### src/hw/rtl/ste_pkg.sv
// Shared types, constants and the coordinate fold function for the sprite
// entry tile expander. No dependencies; used by every module of the block.
`timescale 1ns / 1ps

package ste_pkg;

   localparam int unsigned WordWidth  = 16;
   localparam int unsigned PrioWidth  = 2;
   localparam int unsigned CodeWidth  = 14;
   localparam int unsigned ColorWidth = 6;
   localparam int unsigned PosWidth   = 17;
   localparam int unsigned CountWidth = 3;

   localparam logic [15:0] XBias     = 16'd128;
   localparam logic [16:0] TileStep  = 17'd16;
   localparam int unsigned EnableBit = 15;
   localparam int unsigned FlipBit   = 6;

   typedef enum logic [0:0] {
      ST_IDLE = 1'b0,
      ST_EMIT = 1'b1
   } ste_state_type;

   // Commands from the controller to the datapath.
   typedef struct packed {
      logic load;
      logic advance;
   } ste_cmd_type;

   // Status from the datapath to the controller.
   typedef struct packed {
      logic keep;
      logic last;
   } ste_status_type;

   // A coordinate with bit 15 set becomes its low nine bits minus 512.
   function automatic logic signed [PosWidth-1:0] fold_coord(input logic [WordWidth-1:0] v);
      logic signed [PosWidth-1:0] res;
      if (v[15]) begin
         res = {7'h7f, 1'b1, v[8:0]};
      end else begin
         res = {1'b0, v};
      end
      return res;
   endfunction

endpackage

### src/hw/rtl/sprite_entry_tile_expander_top.sv
// Top level of the sprite entry tile expander: joins the controller and
// the datapath. Depends on ste_pkg, ste_ctrl and ste_datapath.
//
//   Channel | Direction | Handshake             | Contents
//   --------+-----------+-----------------------+-----------------------------------
//   req_    | in        | req_valid / req_stall | one sprite entry and pass priority
//   rsp_    | out       | rsp_valid / rsp_stall | one 16x16 tile command
//
// A request is taken while the controller is idle. An entry that is disabled or
// belongs to another pass is dropped as it is taken, and the next request may
// follow at once. A kept entry gives width times height tile commands, one per
// cycle while the result side does not stall; the tile counters in the datapath
// step through them. Reset is synchronous and active high and clears only the
// controller state. A stall on the result side holds the current tile command
// unchanged, and req_stall stays high until the last tile of the entry has been
// taken.
`timescale 1ns / 1ps

module sprite_entry_tile_expander_top (
   input  logic                                    clock,
   input  logic                                    reset,
   input  logic                                    req_valid,
   output logic                                    req_stall,
   input  logic [ste_pkg::WordWidth-1:0]           req_attr_word,
   input  logic [ste_pkg::WordWidth-1:0]           req_code_word,
   input  logic [ste_pkg::WordWidth-1:0]           req_x_word,
   input  logic [ste_pkg::WordWidth-1:0]           req_y_word,
   input  logic [ste_pkg::PrioWidth-1:0]           req_pass_priority,
   output logic                                    rsp_valid,
   input  logic                                    rsp_stall,
   output logic [ste_pkg::CodeWidth-1:0]           rsp_tile_code,
   output logic [ste_pkg::ColorWidth-1:0]          rsp_tile_color,
   output logic                                    rsp_flip_x,
   output logic signed [ste_pkg::PosWidth-1:0]     rsp_pos_x,
   output logic signed [ste_pkg::PosWidth-1:0]     rsp_pos_y,
   output logic                                    rsp_last_tile
);
   import ste_pkg::*;

   // Commands flow from the controller into the datapath; the datapath
   // reports whether a request is kept and when the last tile is showing.
   ste_cmd_type    cmd;
   ste_status_type status;

   ste_ctrl u_ctrl (
      .clock     (clock),
      .reset     (reset),
      .req_valid (req_valid),
      .req_stall (req_stall),
      .rsp_valid (rsp_valid),
      .rsp_stall (rsp_stall),
      .status    (status),
      .cmd       (cmd)
   );

   ste_datapath u_datapath (
      .clock             (clock),
      .req_attr_word     (req_attr_word),
      .req_code_word     (req_code_word),
      .req_x_word        (req_x_word),
      .req_y_word        (req_y_word),
      .req_pass_priority (req_pass_priority),
      .cmd               (cmd),
      .status            (status),
      .rsp_tile_code     (rsp_tile_code),
      .rsp_tile_color    (rsp_tile_color),
      .rsp_flip_x        (rsp_flip_x),
      .rsp_pos_x         (rsp_pos_x),
      .rsp_pos_y         (rsp_pos_y),
      .rsp_last_tile     (rsp_last_tile)
   );

endmodule

### src/hw/rtl/ste_ctrl.sv
// Controller state machine of the sprite entry tile expander.
// Depends on ste_pkg for the state, command and status types.
`timescale 1ns / 1ps

module ste_ctrl (
   input  logic                    clock,
   input  logic                    reset,
   input  logic                    req_valid,
   output logic                    req_stall,
   output logic                    rsp_valid,
   input  logic                    rsp_stall,
   input  ste_pkg::ste_status_type status,
   output ste_pkg::ste_cmd_type    cmd
);
   import ste_pkg::*;

   ste_state_type state_ff;
   ste_state_type state_in;

   always_ff @(posedge clock) begin
      if (reset) begin
         state_ff <= ST_IDLE;
      end else begin
         state_ff <= state_in;
      end
   end

   always_comb begin
      state_in    = state_ff;
      cmd.load    = 1'b0;
      cmd.advance = 1'b0;
      req_stall   = 1'b1;
      rsp_valid   = 1'b0;
      case (state_ff)
         ST_IDLE: begin
            req_stall = 1'b0;
            if (req_valid) begin
               cmd.load = 1'b1;
               if (status.keep) begin
                  state_in = ST_EMIT;
               end
            end
         end
         ST_EMIT: begin
            rsp_valid = 1'b1;
            if (!rsp_stall) begin
               if (status.last) begin
                  state_in = ST_IDLE;
               end else begin
                  cmd.advance = 1'b1;
               end
            end
         end
         default: begin
            state_in = ST_IDLE;
         end
      endcase
   end

endmodule

### src/hw/rtl/ste_datapath.sv
// Datapath of the sprite entry tile expander: entry decode, tile counters
// and the registered tile command. Depends on ste_pkg.
`timescale 1ns / 1ps

module ste_datapath (
   input  logic                                    clock,
   input  logic [ste_pkg::WordWidth-1:0]           req_attr_word,
   input  logic [ste_pkg::WordWidth-1:0]           req_code_word,
   input  logic [ste_pkg::WordWidth-1:0]           req_x_word,
   input  logic [ste_pkg::WordWidth-1:0]           req_y_word,
   input  logic [ste_pkg::PrioWidth-1:0]           req_pass_priority,
   input  ste_pkg::ste_cmd_type                    cmd,
   output ste_pkg::ste_status_type                 status,
   output logic [ste_pkg::CodeWidth-1:0]           rsp_tile_code,
   output logic [ste_pkg::ColorWidth-1:0]          rsp_tile_color,
   output logic                                    rsp_flip_x,
   output logic signed [ste_pkg::PosWidth-1:0]     rsp_pos_x,
   output logic signed [ste_pkg::PosWidth-1:0]     rsp_pos_y,
   output logic                                    rsp_last_tile
);
   import ste_pkg::*;

   logic [CodeWidth-1:0]         tile_ff;
   logic [ColorWidth-1:0]        color_ff;
   logic                         flip_ff;
   logic [CountWidth-1:0]        wm1_ff;
   logic [CountWidth-1:0]        hm1_ff;
   logic [CountWidth-1:0]        col_ff;
   logic [CountWidth-1:0]        row_ff;
   logic signed [PosWidth-1:0]   ybase_ff;
   logic signed [PosWidth-1:0]   px_ff;
   logic signed [PosWidth-1:0]   py_ff;

   logic [WordWidth-1:0]         x_biased;
   logic signed [PosWidth-1:0]   x_fold;
   logic [CountWidth-1:0]        wm1_dec;
   logic signed [PosWidth-1:0]   x_first;

   assign x_biased = req_x_word + XBias;
   assign x_fold   = fold_coord(x_biased);
   assign wm1_dec  = req_attr_word[12:10];
   // A mirrored entry starts at its rightmost column.
   assign x_first  = req_attr_word[FlipBit] ? x_fold + {10'd0, wm1_dec, 4'd0} : x_fold;

   assign status.keep = req_attr_word[EnableBit] &&
                        (req_code_word[15:14] == req_pass_priority);
   assign status.last = (col_ff == wm1_ff) && (row_ff == hm1_ff);

   always_ff @(posedge clock) begin
      if (cmd.load) begin
         tile_ff  <= {1'b0, req_code_word[12:0]};
         color_ff <= req_attr_word[5:0];
         flip_ff  <= req_attr_word[FlipBit];
         wm1_ff   <= wm1_dec;
         hm1_ff   <= req_attr_word[9:7];
         col_ff   <= '0;
         row_ff   <= '0;
         ybase_ff <= fold_coord(req_y_word);
         py_ff    <= fold_coord(req_y_word);
         px_ff    <= x_first;
      end else if (cmd.advance) begin
         tile_ff <= tile_ff + 1'b1;
         if (row_ff == hm1_ff) begin
            row_ff <= '0;
            col_ff <= col_ff + 1'b1;
            py_ff  <= ybase_ff;
            px_ff  <= flip_ff ? px_ff - TileStep : px_ff + TileStep;
         end else begin
            row_ff <= row_ff + 1'b1;
            py_ff  <= py_ff + TileStep;
         end
      end
   end

   assign rsp_tile_code  = tile_ff;
   assign rsp_tile_color = color_ff;
   assign rsp_flip_x     = flip_ff;
   assign rsp_pos_x      = px_ff;
   assign rsp_pos_y      = py_ff;
   assign rsp_last_tile  = status.last;

endmodule

### config.mk
export PLATFORM = sky130hd
export DESIGN_NAME = sprite_entry_tile_expander_top
export DESIGN_NICKNAME = d
export VERILOG_FILES = /design/src/hw/rtl/ste_pkg.sv /design/src/hw/rtl/sprite_entry_tile_expander_top.sv /design/src/hw/rtl/ste_ctrl.sv /design/src/hw/rtl/ste_datapath.sv
export SDC_FILE = /design/constraint.sdc
export NUM_CORES = 1
export LEC_CHECK = 0
export BUFFER_PORTS_ARGS = -buffer_cell sky130_fd_sc_hd__buf_2
export CORE_ASPECT_RATIO = 1.5
export CORE_MARGIN = 2
export CORE_UTILIZATION = 53
export CTS_CLUSTER_SIZE = 28
export DETAILED_ROUTE_END_ITERATION = 16
export PLACE_DENSITY = 0.87
export SLEW_MARGIN = 10
export SYNTH_ARGS = -nofsm -noshare
export SYNTH_HDL_FRONTEND = slang
export SYNTH_SLANG_ARGS = --single-unit
export TNS_END_PERCENT = 50
### constraint.sdc
create_clock -name clock -period 3.1 [get_ports clock]
set_input_delay 0.62 -clock clock [delete_from_list [all_inputs] [get_ports clock]]
set_output_delay 0.62 -clock clock [all_outputs]
set_load 0.005 [all_outputs]
## Word level (Yosys, flattened, before mapping)

Index checks and enable logic that the tools add are counted.

| storage, ports and cells | value |
|---|---|
| register bits after elaboration | 85 |
| input bits | 70 |
| output and inout bits | 58 |
| word-level logic and storage cells | 53 |

| cells by class | value |
|---|---|
| $add $sub $neg | 8 |
| eq/ne operators | 3 |
| mux-type cells | 23 |
| bitwise operators | 1 |
| reductions and logical operators | 6 |

Operator list:

| kind | count |
|---|---|
| 17-bit two-way mux | 10 |
| 17-bit by 5-bit adder with 17-bit output (second input constant) | 2 |
| 13-bit two-way mux | 2 |
| 17-bit by 7-bit adder with 17-bit output | 1 |
| 17-bit by 5-bit subtractor with 17-bit output (second input constant) | 1 |
| 16-bit by 8-bit adder with 16-bit output (second input constant) | 1 |
| 14-bit by 1-bit adder with 14-bit output (second input constant) | 1 |
| 1-bit two-way mux | 9 |
| 3-bit by 1-bit adder with 3-bit output (second input constant) | 2 |
| 3-bit equality test | 2 |
| 2-bit AND reduction | 2 |
| 2-bit nonzero test | 2 |
| 3-bit two-way mux | 1 |
| 2-bit equality test | 1 |
| 1-bit logical AND | 2 |
| 1-bit case mux with 2 select lines | 1 |
| 1-bit inverter | 1 |

## Longest topological paths before layout

| depth | value |
|---|---|
| depth after elaboration | 7 |
| mapped depth | 8 |
| gate-level depth less buffers | 8 |

## Hierarchy

From an unflattened synthesis, not the netlist that was laid out.

| second synthesis, totals | value |
|---|---|
| cells, all modules | 472 |
| area, all modules | 4983.5 sq um |

By module, submodules not included:

| module | times used | cells an instance | area each (sq um) | sequential area each (sq um) |
|---|---|---|---|---|
| ste_datapath | 1 | 465 | 4917.2 | 2422.3 |
| ste_ctrl | 1 | 7 | 66.3 | 20.0 |

## Worst setup path after synthesis

No wires, ideal clock.

| timing path | value |
|---|---|
| path type | in2reg |
| start point | input port req_valid |
| end point | register u_datapath.px_ff[13] (netlist: u_datapath.rsp_pos_x[13]) (data pin) |
| library setup time | 0.319 ns |
| arrival time | 2.436 ns |
| required time | 2.781 ns |
| path slack | 0.345 ns |
| cell stages on the path | 6 |
| buffers on the path | 3 |
| cell sequence | nand2b_1 -> buf_2 -> inv_1 -> clkbuf_1 -> buf_1 -> a21oi_1 |

RTL lines:

| item | line | RTL |
|---|---|---|
| start: declaration | sprite_entry_tile_expander_top.sv:22 | `input logic req_valid,` |
| end signal: assignment | ste_datapath.sv:60 | `px_ff <= x_first;` |
| end signal: assignment | ste_datapath.sv:67 | `px_ff <= flip_ff ? px_ff - TileStep : px_ff + TileStep;` |
| end: declaration | ste_datapath.sv:31 | `logic signed [PosWidth-1:0] px_ff;` |

## Worst setup path in the final report

| timing path | value |
|---|---|
| start point | register u_datapath.flip_ff (netlist: u_datapath.rsp_flip_x) |
| end point | register u_datapath.px_ff[16] (netlist: u_datapath.rsp_pos_x[16]) (data pin) |

| between the ends | value |
|---|---|
| longest elaborated chain between the ends | 4 |

RTL lines:

| item | line | RTL |
|---|---|---|
| start: declaration | ste_datapath.sv:25 | `logic flip_ff;` |
| start signal: assignment | ste_datapath.sv:53 | `flip_ff <= req_attr_word[FlipBit];` |
| 17-bit two-way mux | ste_datapath.sv:67 |  |
| 17-bit two-way mux | ste_datapath.sv:63 | `if (row_ff == hm1_ff) begin` |
| 17-bit two-way mux | ste_datapath.sv:61 | `end else if (cmd.advance) begin` |
| 17-bit two-way mux | ste_datapath.sv:50 | `if (cmd.load) begin` |

Every way passes these cells. The select of a mux whose other input is x is not followed.
A chain may end at the register's enable or synchronous reset.

==> results.yml <==
sta:
  grt_setup_unrepaired: "false"
  worst_slack_ns: 0.289
  min_period_ns: 2.81
  tns_ns: 0
  post-route-period-util: 0.907
  skew_ns: 0.0110
  slew_headroom: 0.615
  max_freq_mhz: 356
  finalHoldViolCount: 0
  worst_slew_pin_slew_ns: 0.576
  finalSetupViolCount: 0
  fin_hold_ws_ns: 0.429
  drv_slew: 0
global_route:
  grt-ovfl-total: 0
  grt_pass1_vias: 3904
  antenna_found_initial: 2
  grt_max_degree: 41
  grtUsageTotal: 0.223
  grt_first_pass_wirelength_mm: 17.3
power:
  p_comb_frac: 0.209
  power_frac_clock: 0.337
  powerDensity_nw_per_um2: 537
  irDropWorstVdd_v: 0.000401
  intPower_w: 0.00230
  p_sw_w: 0.000885
  p_seq_frac: 0.454
  switching_share: 0.278
  p_leak_nw: 2.38
finish:
  multiInputGateArea_um2: 2310
  area_delta_synth_final_pct: 21.4
  drive_above_1_share: 0.279
  seq_area_um2: 2440
  filler_cell_count: 660
  fin_nets: 681
  final_util: 0.667
route:
  ant_nets: 0
  wl_mm: 11.0
  routedWlPerCell_um: 15.6
  firstDrtPassIters: 5
  vias_per_cell: 5.72
  drc: 0
  dr.first_iter.drc_count: 242
  dr_total_vias: 4031
critical_path:
  worst_ep_arrival_time_ns: 2.90
  max_stage_delay_ns: 0.70
  cp.required_ns: 3.19
  r2r_slack_ns: 0.29
  critPathKind: "flop to flop"
  rr_worst_depth: 7
  worstPathCellList: "inv_1, fa_1, nor2b_1, o31ai_1, a211oi_1, o21ai_0, o221a_2"
  r2r-start: "u_datapath.rsp_flip_x"
  cp-startpoint: "u_datapath.rsp_flip_x"
  crit_end: "u_datapath.rsp_pos_x[16]"
  critPathMaxFanout: 14
  regToRegEndpoint: "u_datapath.rsp_pos_x[16]"
  crit_slowest_cell: "edfxtp_1"
  critPathCaptureType: "flop"
  worst_setup_path_start_kind: "flop"
floorplan:
  die_w_um: 82.3
  ios: 128
  initial_core_util: 0.549
  die_y_um: 122
  core_um2: 8880
  rows: 42
  dieArea_um2: 10000
synth:
  synth_cell_types: 57
  synth_edf_count: 76
  netlist_instances: 467
  async_reset_ff_frac: 0
  ys.flop_type: "edfxtp_1"
  yosysWarnings: 0
  ys_ff_latch: 84
  synth_nets: 559
  synthTopCellsByArea: "edfxtp_1 47%, o21ai_0 5.7%, xnor2_1 5.4%, ha_1 5.1%, nand2_1 4.7%"
  syn_area_um2: 4880
  yosysTopAreaCellShare: 0.468
  synth_largest_area_cell: "edfxtp_1"
  synthTopCellsByCount: "76 x edfxtp_1, 61 x nand2_1, 56 x o21ai_0"
  avgSynthCellArea_um2: 10.4
  yosysSeqAreaShare: 0.501
  yosysMostFrequentCell: "edfxtp_1"
run:
  cap_violations: 0
clocking:
  post_cts_resized: 0
  holdBufCountCts: 0
  htree_levels: 3
  cts_buffer_depth: 2
  clk_latency_ns: 0.34
  clk_pin_slew_ns: 0.07
  cts_buffers: 9
  cts_setup_buffers: 0
  cts_tree: "built"
  cts_sinks: 84
  root_buffer: "clkbuf_16"
place:
  dpl.hpwl_mm: 8.23
  dp_slack_ns: 0.312
  place_congestion: 0.806
  place.port_buffers: 124
status:
  status: "completed"
hold_path:
  worstHoldPathCells: 2
  min_path_type: "input port to flop"
-- power by group through the flow --
stage	logic (W)	clock network (W)	registers [W]
floorplan	0.000423	0	0.00146
global placement	0.000633	0	0.00146
detailed placement	0.000659	0	0.00147
CTS	0.000666	0.00109	0.00145
global route	0.000743	0.00113	0.00146
finish	0.000666	0.00107	0.00145
-- worst max-delay path, delay by kind of cell (launching register included) --
kind / cells / cell delay [ns]
AO/OA/AOI/OAI: 4 / 1.07
adder cells (fa/ha/maj): 1 / 0.49
buffers and inverters: 1 / 0.13
flip-flops: 1 / 0.70
AND/OR/NAND/NOR: 1 / 0.17
-- logic make-up (layout without fill, tap and decap cells) --
| group | count (synthesis) | count (layout) | synth area share |
|---|---|---|---|
| AO/OA/AOI/OAI | 119 | 119 | 0.153 |
| XOR/XNOR | 49 | 49 | 0.0880 |
| adder cells (fa/ha/maj) | 22 | 22 | 0.0595 |
| buffers and inverters | 29 | 156 | 0.0262 |
| flip-flops | 84 | 84 | 0.501 |
| multiplexers | 3 | 3 | 0.00616 |
| other | 0 | 1 | 0 |
| AND/OR/NAND/NOR | 161 | 161 | 0.166 |
-- stage by stage --
stage	std cells	area [um^2]	power, W
finish	705	5920	0.00318
global route	705	5920	0.00333
CTS	704	5920	0.00320
detailed placement	688	5620	0.00213
global placement	688	5620	0.00210
floorplan	467	4880	0.00189
-- cell type report --
type / instances / share of cell area
tap: 110 / 0.0232
multi-input combinational: 354 / 0.390
clock inverter: 7 / 0.0127
antenna: 1 / 0.000422
clock buffer: 9 / 0.0380
inverter: 9 / 0.00591
sequential: 84 / 0.412
timing repair buffer: 131 / 0.118
-- sequential cells by signal (all words and copies together), names as in the netlist --
| name | flops |
|---|---|
| u_datapath.col_ff | 3 |
| u_datapath.rsp_tile_color | 6 |
| u_datapath.ybase_ff | 16 |
| u_datapath.rsp_pos_y | 17 |
| u_ctrl.state_ff | 1 |
| u_datapath.rsp_flip_x | 1 |
| u_datapath.row_ff | 3 |
| u_datapath.hm1_ff | 3 |
| u_datapath.rsp_pos_x | 17 |
| u_datapath.rsp_tile_code | 14 |
| u_datapath.wm1_ff | 3 |
-- placed cells by master, fill, tap and decap left out, types with 3 or more instances in the layout --
cell type and instances:
a211oi_1 4, ha_1 20, nand2_1 61, xor2_1 19, o21ai_0 55, inv_1 8
or3_1 4, a21oi_1 24, nand4_1 7, nor2b_1 3, and2_1 6, nor3_1 4
buf_2 124, nor4_1 4, nand3_1 22, nor2_1 22, nor3b_1 4, a21o_1 6
a31oi_1 4, o21a_1 3, o211ai_1 4, buf_4 5, or2_2 6, clkbuf_16 9
xnor2_1 30, nand2b_1 4, mux2i_1 3, and3_1 4, dfxtp_1 8, clkinvlp_4 3
edfxtp_1 76
-- worst min-delay path by stage --
stage	from	slack (ns)	endpoint
after floorplan	u_datapath.row_ff[1]	0.46	u_datapath.row_ff[1]
after global placement	u_datapath.rsp_tile_code[13]	0.47	u_datapath.rsp_tile_code[13]
after detailed placement	u_ctrl.state_ff	0.48	u_ctrl.state_ff
after CTS	reset	0.42	u_ctrl.state_ff
after global routing	reset	0.42	u_ctrl.state_ff
final	reset	0.43	u_ctrl.state_ff
-- routing by layer --
metal	track usage	wire [um]	vias to the layer above
li1	-	-	1965
met1	0.232	4060	1919
met2	0.416	6170	131
met3	0.0461	512	16
met4	0.0958	226	0
met5	0	0	-
Power figures use the tool's default switching activity.
